## src/hdl/stable_min_priority_queue_unit_defines.svh

```systemverilog
//------------------------------------------------------------------------------
// stable_min_priority_queue_unit_defines
// assertion macros used by the priority queue rtl
//------------------------------------------------------------------------------
`ifndef STABLE_MIN_PRIORITY_QUEUE_UNIT_DEFINES_SVH
`define STABLE_MIN_PRIORITY_QUEUE_UNIT_DEFINES_SVH

// same-cycle implication, checked out of reset
`define SMPQ_ASSERT_NOW(label, ante, cons) \
    label: assert property (@(posedge clk) disable iff (!rst_n) (ante) |-> (cons)) \
        else $error("smpq assertion failed");

// next-cycle implication, checked out of reset
`define SMPQ_ASSERT_NEXT(label, ante, cons) \
    label: assert property (@(posedge clk) disable iff (!rst_n) (ante) |=> (cons)) \
        else $error("smpq assertion failed");

`endif

```

## src/hdl/smpq_pkg.sv

```systemverilog
//------------------------------------------------------------------------------
// smpq_pkg
// types and constants of the stable minimum priority queue
//------------------------------------------------------------------------------
package smpq_pkg;

    localparam int DEPTH_DEF = 16;
    localparam int VALUE_W   = 32;
    localparam int PRI_W     = 16;
    localparam int OCC_W     = 5;
    localparam int STATUS_W  = 2;

    localparam logic FUNC_INSERT = 1'b0;
    localparam logic FUNC_REMOVE = 1'b1;

    typedef enum logic [STATUS_W-1:0] {
        ST_OK    = 2'd0,
        ST_EMPTY = 2'd1,
        ST_FULL  = 2'd2
    } status_t;

    typedef struct packed {
        logic signed [VALUE_W-1:0] value;
        logic [PRI_W-1:0]          pri;
    } entry_t;

    typedef struct packed {
        logic   ins_en;
        logic   rem_en;
        entry_t entry;
    } op_t;

endpackage

```

## src/hdl/smpq_req_if.sv

```systemverilog
//------------------------------------------------------------------------------
// smpq_req_if
// request channel: insert or remove operation
//------------------------------------------------------------------------------
interface smpq_req_if;
    logic                                 valid;
    logic                                 ready;
    logic                                 func;
    logic signed [smpq_pkg::VALUE_W-1:0]  value;
    logic [smpq_pkg::PRI_W-1:0]           priority_req;

    modport source (output valid, output func, output value, output priority_req,
                    input ready);
    modport sink   (input valid, input func, input value, input priority_req,
                    output ready);
endinterface

```

## src/hdl/smpq_rsp_if.sv

```systemverilog
//------------------------------------------------------------------------------
// smpq_rsp_if
// response channel: removed value, status and occupancy
//------------------------------------------------------------------------------
interface smpq_rsp_if;
    logic                                 valid;
    logic                                 ready;
    logic signed [smpq_pkg::VALUE_W-1:0]  removed_value;
    logic [smpq_pkg::STATUS_W-1:0]        status;
    logic [smpq_pkg::OCC_W-1:0]           occupancy;

    modport source (output valid, output removed_value, output status, output occupancy,
                    input ready);
    modport sink   (input valid, input removed_value, input status, input occupancy,
                    output ready);
endinterface

```

## src/hdl/smpq_cell.sv

```systemverilog
//------------------------------------------------------------------------------
// smpq_cell
// one slot of the sorted shift register: keeps, takes the new entry,
// shifts from its left neighbor on insert or from its right on remove
//------------------------------------------------------------------------------
module smpq_cell #(
    parameter int INDEX = 0,
    parameter int DEPTH = smpq_pkg::DEPTH_DEF,
    localparam int CNT_W = $clog2(DEPTH + 1)
) (
    input  logic                clk,
    input  smpq_pkg::op_t       ctrl,
    input  logic [CNT_W-1:0]    count,
    input  smpq_pkg::entry_t    left_entry,
    input  logic                left_keep,
    input  smpq_pkg::entry_t    right_entry,
    output smpq_pkg::entry_t    entry,
    output logic                keep
);

    smpq_pkg::entry_t entry_reg;
    smpq_pkg::entry_t entry_next;
    logic             occupied;

    assign occupied = (count > CNT_W'(INDEX));
    // equal priority stays ahead of the new entry
    assign keep     = occupied && (entry_reg.pri <= ctrl.entry.pri);
    assign entry    = entry_reg;

    always_comb
    begin
        entry_next = entry_reg;
        if (ctrl.rem_en)
        begin
            entry_next = right_entry;
        end
        else if (ctrl.ins_en && !keep)
        begin
            entry_next = left_keep ? ctrl.entry : left_entry;
        end
    end

    always_ff @(posedge clk)
    begin
        entry_reg <= entry_next;
    end

endmodule

```

## src/hdl/stable_min_priority_queue_unit.sv

```systemverilog
//------------------------------------------------------------------------------
// stable_min_priority_queue_unit
// priority queue built as a sorted shift register of DEPTH cells
//------------------------------------------------------------------------------
// req carries func (insert or remove), value and priority_req; rsp returns
// one response per request with removed_value, status and occupancy.
// every cell compares its priority with the incoming one in the same cycle,
// so an insert or a remove needs no extra step: one request per cycle is taken
// while rsp is not stalled, and the response is registered for the next cycle.
// equal priorities leave in arrival order. a remove from an empty queue
// returns 0 with status empty; an insert into a full queue is dropped with
// status full. occupancy is the entry count after the request, low 5 bits.
// reset clears the entry count and the response valid flag; the cells and
// the response data hold no reset value and are never read before written.
// while rsp is stalled with a response pending, req.ready is low; a request
// is still taken in the cycle the pending response is taken.
//------------------------------------------------------------------------------
`include "stable_min_priority_queue_unit_defines.svh"

module stable_min_priority_queue_unit #(
    parameter int DEPTH = smpq_pkg::DEPTH_DEF
) (
    input  logic        clk,
    input  logic        rst_n,
    smpq_req_if.sink    req,
    smpq_rsp_if.source  rsp
);

    localparam int CNT_W = $clog2(DEPTH + 1);

    logic [CNT_W-1:0]                    count_reg;
    logic [CNT_W-1:0]                    count_next;
    logic                                rsp_valid_reg;
    logic signed [smpq_pkg::VALUE_W-1:0] removed_value_reg;
    logic signed [smpq_pkg::VALUE_W-1:0] removed_value_next;
    smpq_pkg::status_t                   status_reg;
    smpq_pkg::status_t                   status_next;
    logic [smpq_pkg::OCC_W-1:0]          occupancy_reg;

    logic              accept;
    logic              full;
    logic              empty;
    logic              rsp_is_empty;
    logic              rsp_is_full;
    smpq_pkg::op_t     ctrl;
    smpq_pkg::entry_t  cell_q [DEPTH];
    logic [DEPTH-1:0]  cell_keep;

    assign accept    = req.valid && req.ready;
    assign req.ready = !rsp_valid_reg || rsp.ready;
    assign full      = (count_reg == CNT_W'(DEPTH));
    assign empty     = (count_reg == '0);

    assign ctrl.ins_en      = accept && (req.func == smpq_pkg::FUNC_INSERT) && !full;
    assign ctrl.rem_en      = accept && (req.func == smpq_pkg::FUNC_REMOVE) && !empty;
    assign ctrl.entry.value = req.value;
    assign ctrl.entry.pri   = req.priority_req;

    genvar gi;
    generate
        for (gi = 0; gi < DEPTH; gi++)
        begin : g_cell
            smpq_pkg::entry_t left_entry;
            smpq_pkg::entry_t right_entry;
            logic             left_keep;

            if (gi == 0)
            begin : g_head
                assign left_entry = ctrl.entry;
                assign left_keep  = 1'b1;
            end
            else
            begin : g_body
                assign left_entry = cell_q[gi-1];
                assign left_keep  = cell_keep[gi-1];
            end

            if (gi == DEPTH - 1)
            begin : g_tail
                assign right_entry = cell_q[gi];
            end
            else
            begin : g_inner
                assign right_entry = cell_q[gi+1];
            end

            smpq_cell #(
                .INDEX (gi),
                .DEPTH (DEPTH)
            ) u_cell (
                .clk         (clk),
                .ctrl        (ctrl),
                .count       (count_reg),
                .left_entry  (left_entry),
                .left_keep   (left_keep),
                .right_entry (right_entry),
                .entry       (cell_q[gi]),
                .keep        (cell_keep[gi])
            );
        end
    endgenerate

    always_comb
    begin
        count_next         = count_reg;
        removed_value_next = '0;
        status_next        = smpq_pkg::ST_OK;
        if (ctrl.ins_en)
        begin
            count_next = count_reg + 1'b1;
        end
        else if (ctrl.rem_en)
        begin
            count_next         = count_reg - 1'b1;
            removed_value_next = cell_q[0].value;
        end
        if (req.func == smpq_pkg::FUNC_INSERT && full)
        begin
            status_next = smpq_pkg::ST_FULL;
        end
        else if (req.func == smpq_pkg::FUNC_REMOVE && empty)
        begin
            status_next = smpq_pkg::ST_EMPTY;
        end
    end

    always_ff @(posedge clk or negedge rst_n)
    begin
        if (!rst_n)
        begin
            count_reg     <= '0;
            rsp_valid_reg <= 1'b0;
        end
        else
        begin
            count_reg <= count_next;
            if (accept)
            begin
                rsp_valid_reg <= 1'b1;
            end
            else if (rsp.ready)
            begin
                rsp_valid_reg <= 1'b0;
            end
        end
    end

    always_ff @(posedge clk)
    begin
        if (accept)
        begin
            removed_value_reg <= removed_value_next;
            status_reg        <= status_next;
            occupancy_reg     <= smpq_pkg::OCC_W'(count_next);
        end
    end

    assign rsp.valid         = rsp_valid_reg;
    assign rsp.removed_value = removed_value_reg;
    assign rsp.status        = status_reg;
    assign rsp.occupancy     = occupancy_reg;

    assign rsp_is_empty = rsp.valid && (rsp.status == smpq_pkg::ST_EMPTY);
    assign rsp_is_full  = rsp.valid && (rsp.status == smpq_pkg::ST_FULL);

    `SMPQ_ASSERT_NOW(a_count_range, 1'b1, count_reg <= CNT_W'(DEPTH))
    `SMPQ_ASSERT_NEXT(a_insert_grows, ctrl.ins_en, count_reg == CNT_W'($past(count_reg) + 1'b1))
    `SMPQ_ASSERT_NOW(a_empty_zero, rsp_is_empty, rsp.removed_value == '0 && rsp.occupancy == '0)
    `SMPQ_ASSERT_NOW(a_full_occ, rsp_is_full, rsp.occupancy == smpq_pkg::OCC_W'(DEPTH))

endmodule
```

## src/flat_wrapper.sv

```systemverilog
// flat-port wrapper written by rule: the top's interface ports become plain ports
module stable_min_priority_queue_unit_flat 
#(
    parameter int DEPTH = smpq_pkg::DEPTH_DEF
)
  (clk, rst_n, req_valid, req_func, req_value, req_priority_req, req_ready, rsp_valid, rsp_removed_value, rsp_status, rsp_occupancy, rsp_ready);
  smpq_req_if req_i ();
  smpq_rsp_if rsp_i ();
  input  logic clk;
  input  logic rst_n;
  input wire logic [$bits(req_i.valid)-1:0] req_valid;
  input wire logic [$bits(req_i.func)-1:0] req_func;
  input wire logic [$bits(req_i.value)-1:0] req_value;
  input wire logic [$bits(req_i.priority_req)-1:0] req_priority_req;
  output wire logic [$bits(req_i.ready)-1:0] req_ready;
  output wire logic [$bits(rsp_i.valid)-1:0] rsp_valid;
  output wire logic [$bits(rsp_i.removed_value)-1:0] rsp_removed_value;
  output wire logic [$bits(rsp_i.status)-1:0] rsp_status;
  output wire logic [$bits(rsp_i.occupancy)-1:0] rsp_occupancy;
  input wire logic [$bits(rsp_i.ready)-1:0] rsp_ready;
  assign req_i.valid = req_valid;
  assign req_i.func = req_func;
  assign req_i.value = req_value;
  assign req_i.priority_req = req_priority_req;
  assign req_ready = req_i.ready;
  assign rsp_valid = rsp_i.valid;
  assign rsp_removed_value = rsp_i.removed_value;
  assign rsp_status = rsp_i.status;
  assign rsp_occupancy = rsp_i.occupancy;
  assign rsp_i.ready = rsp_ready;
  stable_min_priority_queue_unit #(.DEPTH(DEPTH)) u_core (.clk(clk), .rst_n(rst_n), .req(req_i), .rsp(rsp_i));
endmodule
```

## config.mk

```make
export PLATFORM = sky130hd
export DESIGN_NAME = stable_min_priority_queue_unit_flat
export DESIGN_NICKNAME = d
export VERILOG_FILES = /design/src/hdl/smpq_pkg.sv /design/src/hdl/smpq_req_if.sv /design/src/hdl/smpq_rsp_if.sv /design/src/hdl/smpq_cell.sv /design/src/hdl/stable_min_priority_queue_unit.sv /design/src/flat_wrapper.sv
export VERILOG_INCLUDE_DIRS = /design/src /design/src/hdl
export SDC_FILE = /design/constraint.sdc
export NUM_CORES = 2
export LEC_CHECK = 0
export CAP_MARGIN = 20
export CORE_MARGIN = 1
export CORE_UTILIZATION = 54
export DETAILED_ROUTE_END_ITERATION = 12
export DONT_BUFFER_PORTS = 1
export PLACE_DENSITY = 0.69
export RECOVER_POWER = 50
export SLEW_MARGIN = 20
export SYNTH_ARGS = -nofsm -noshare
export SYNTH_HDL_FRONTEND = slang
export SYNTH_SLANG_ARGS = --single-unit
```

## constraint.sdc

```tcl
create_clock -name clk -period 6.8 [get_ports clk]
set_clock_uncertainty 0.1 [all_clocks]
set_input_delay 1.7 -clock clk [delete_from_list [all_inputs] [get_ports clk]]
set_output_delay 1.7 -clock clk [all_outputs]
set_load 0.005 [all_outputs]
```

==> impl_metrics.json <==
{
  "critPathLaunch": "u_core.count_reg[2]",
  "h-tree-depth": 3,
  "tightest_slew_ps": 3210,
  "num_rows": 105,
  "hold_buffers": 0,
  "grt_pass1_vias": 36300,
  "vdd_drop_max_v": 0.000291,
  "grt_pass1_wl_um": 243000,
  "cts_resized": 0,
  "rsz0062_at_grt": "no",
  "power_w": 0.0202,
  "fmax_ghz": 0.164,
  "drv_cap": 17,
  "setup_viol": 0,
  "path_clk_slew_ps": 60,
  "critical_path_class": "reg2reg",
  "maxSlewHeadroom_pct": -114,
  "vias_per_cell": 7.35,
  "finalCritPeriodShare_pct": 89.8,
  "yosysWarnings": 0,
  "drc": 0,
  "area_growth_pct": 8.30,
  "routedWlPerCell_um": 32.0,
  "fin_setup_tns_ps": 0,
  "drt_wl_total_um": 168000,
  "r2r_cells": 7,
  "cts_tree": "done",
  "cts_buffers": 90,
  "worstSetupEndpointType": "flip-flop",
  "grtUsageTotal_pct": 38.7,
  "dieArea_sq_um": 84900,
  "critPathArrivalTime_ps": 6360,
  "worstPathRequired_ps": 7060,
  "overflow": 0,
  "initial_core_util_pct": 54.8,
  "synth_edf_count": 807,
  "syn_inst": 4298,
  "seq_area_frac_synth_pct": 53.9,
  "routabilityCongestion": 1.09,
  "postCtsSetupBuffers": 0,
  "syn-num-nets": 4612,
  "final_nets": 4411,
  "num_vias": 38600,
  "hold_class": "reg2reg",
  "ant_nets": 0,
  "status": "finished, violations left",
  "synth_cell_type_count": 65,
  "grt_max_degree": 160,
  "die-width_um": 291,
  "failed_checks": "capacitance limit, slew limit",
  "die_y_um": 291,
  "ys_async_sr_fraction_pct": 0.738,
  "hold_viol": 0,
  "dpl.hpwl_um": 97400,
  "portBuffers": 0,
  "core_area_sq_um": 82500,
  "worst-path-max-fanout": 122,
  "drive_gt1_share_pct": 8.17,
  "syn_avg_cell_area_sq_um": 10.5,
  "slew_viol_final": 565,
  "r2r_end": "u_core.g_cell[7].u_cell.entry[21]",
  "clockRootBuffer": "clkbuf_16",
  "synth_seq_cells": 813,
  "start_kind": "flip-flop",
  "whs_path_depth": 2,
  "antenna_found_initial": 1,
  "drtPass1Iterations": 8,
  "cts_buffer_depth": 3,
  "drt_iter0_markers": 6049,
  "reg2reg_from": "u_core.count_reg[2]",
  "reg2reg_slack_ps": 700,
  "period_needed_ps": 6100,
  "p_per_area_nw_per_um2": 413,
  "p_leak_nw": 17.7,
  "synth-main-ff-cell": "edfxtp_1",
  "ios": 94,
  "netlist_area_sq_um": 45200,
  "clk_latency_ps": 680,
  "cp-endpoint": "u_core.g_cell[7].u_cell.entry[21]",
  "clock-sinks": 813,
  "largest_reg_flops": 768
}
## area by class of cell
| class | count | area (sq um) |
|---|---|---|
| Multi-Input combinational cell | 2877 | 18600 |
| Timing Repair Buffer | 81 | 863 |
| Fill cell | 6876 | 33500 |
| Tap cell | 1070 | 1340 |
| Sequential cell | 813 | 24400 |
| Inverter | 234 | 880 |
| Clock buffer | 110 | 2330 |
| Antenna cell | 1 | 2.50 |
| Clock inverter | 57 | 594 |
## layer usage
metal	part of all wire, %	track usage (%)	up-vias
li1	-	-	16100
met3	13	8.71	612
met4	5.8	20.1	2
met1	38	53.0	18800
met2	43	57.5	3114
met5	0.0090	0	-
## per-stage QoR
step | hold slack [ps] | cell area (sq um) | util, % | setup slack (ps) | instances
floorplan | 409 | 45200 | - | 65.6 | 4298
global placement | 417 | 46200 | 56.0 | 870 | 5074
detailed placement | 424 | 46200 | 56.0 | 1120 | 5074
CTS | 440 | 49100 | 59.5 | 1790 | 5241
global route | 465 | 49000 | 59.3 | 857 | 5242
finish | 442 | 49000 | 59.3 | 697 | 5243
## cells in the mapped netlist, types with 6 or more instances
master,n,area (sq um)
o221ai_1,101,885
a21o_1,25,188
nor2b_1,16,100
o21ai_0,32,160
ha_1,261,3270
nor2_1,467,1750
or3_1,50,313
buf_1,25,93.8
o221a_2,48,541
inv_1,233,875
o211ai_1,158,1190
a211oi_1,8,60.1
buf_4,9,67.6
a221oi_1,240,2100
edfxtp_1,807,24200
a21oi_1,162,811
nand3_1,305,1530
buf_6,7,78.8
buf_2,98,490
nand4_1,52,325
nand2_1,525,1970
and3_1,36,225
a31oi_1,103,644
nor4_1,10,62.6
o2111ai_1,48,420
mux2_2,48,541
clkbuf_1,234,878
nor3_1,53,265
dfrtp_1,6,150
o22ai_1,49,307
nand2b_1,8,50.1
## power breakdown
| group | internal (W) | switching [W] | total, W | leakage, nW |
|---|---|---|---|---|
| clock | 0.00280 | 0.00218 | 0.00498 | 1.42 |
| sequential | 0.00727 | 0.000765 | 0.00804 | 7.55 |
| combinational | 0.00218 | 0.00500 | 0.00718 | 8.73 |
## worst min path at each step
stage / start / endpoint
after global placement: u_core.g_cell[15].u_cell.entry[28] / u_core.g_cell[14].u_cell.entry[28]
after floorplan: u_core.g_cell[1].u_cell.entry[16] / u_core.g_cell[0].u_cell.entry[16]
final: u_core.g_cell[15].u_cell.entry[36] / u_core.g_cell[14].u_cell.entry[36]
after global routing: u_core.g_cell[1].u_cell.entry[41] / u_core.g_cell[0].u_cell.entry[41]
after CTS: u_core.g_cell[15].u_cell.entry[25] / u_core.g_cell[14].u_cell.entry[25]
after detailed placement: u_core.g_cell[1].u_cell.entry[39] / u_core.g_cell[0].u_cell.entry[39]
## critical path, stage by stage (launching register included)
cell,delay (ps)
dfrtp_1,650
nand2b_1,490
nor2_1,1950
nor2_4,230
buf_12,370
a21oi_1,1240
buf_12,380
a221oi_1,160
## cell families after synthesis
family | count (synthesis) | share of synthesized area [%]
buffers and inverters | 608 | 5.51
AND/OR/NAND/NOR | 1546 | 15.0
multiplexers | 48 | 1.20
XOR/XNOR | 4 | 0.0775
AO/OA/AOI/OAI | 1017 | 17.0
flip-flops | 813 | 53.9
adder cells (fa/ha/maj) | 262 | 7.25
## cell usage in the layout (no fill, tap or decap), types with 8 or more instances in the layout
master	Yosys	routed
edfxtp_1	807	807
nand2_1	525	520
nor2_1	467	464
nand3_1	305	304
ha_1	261	261
a221oi_1	240	240
inv_1	233	232
a21oi_1	162	158
o211ai_1	158	158
a31oi_1	103	101
o221ai_1	101	101
clkbuf_16	0	90
nor3_1	53	53
nand4_1	52	52
or3_1	50	50
buf_4	9	50
o22ai_1	49	49
o2111ai_1	48	48
o221a_2	48	48
mux2_2	48	48
and3_1	36	34
o21ai_0	32	32
a21o_1	25	25
clkbuf_1	234	24
buf_12	0	21
clkinv_1	0	18
nor2b_1	16	16
clkinv_2	0	14
nor4_1	10	10
bufinv_16	0	9
a211oi_1	8	8
a21oi_4	0	8
Power figures use the tool's default switching activity.
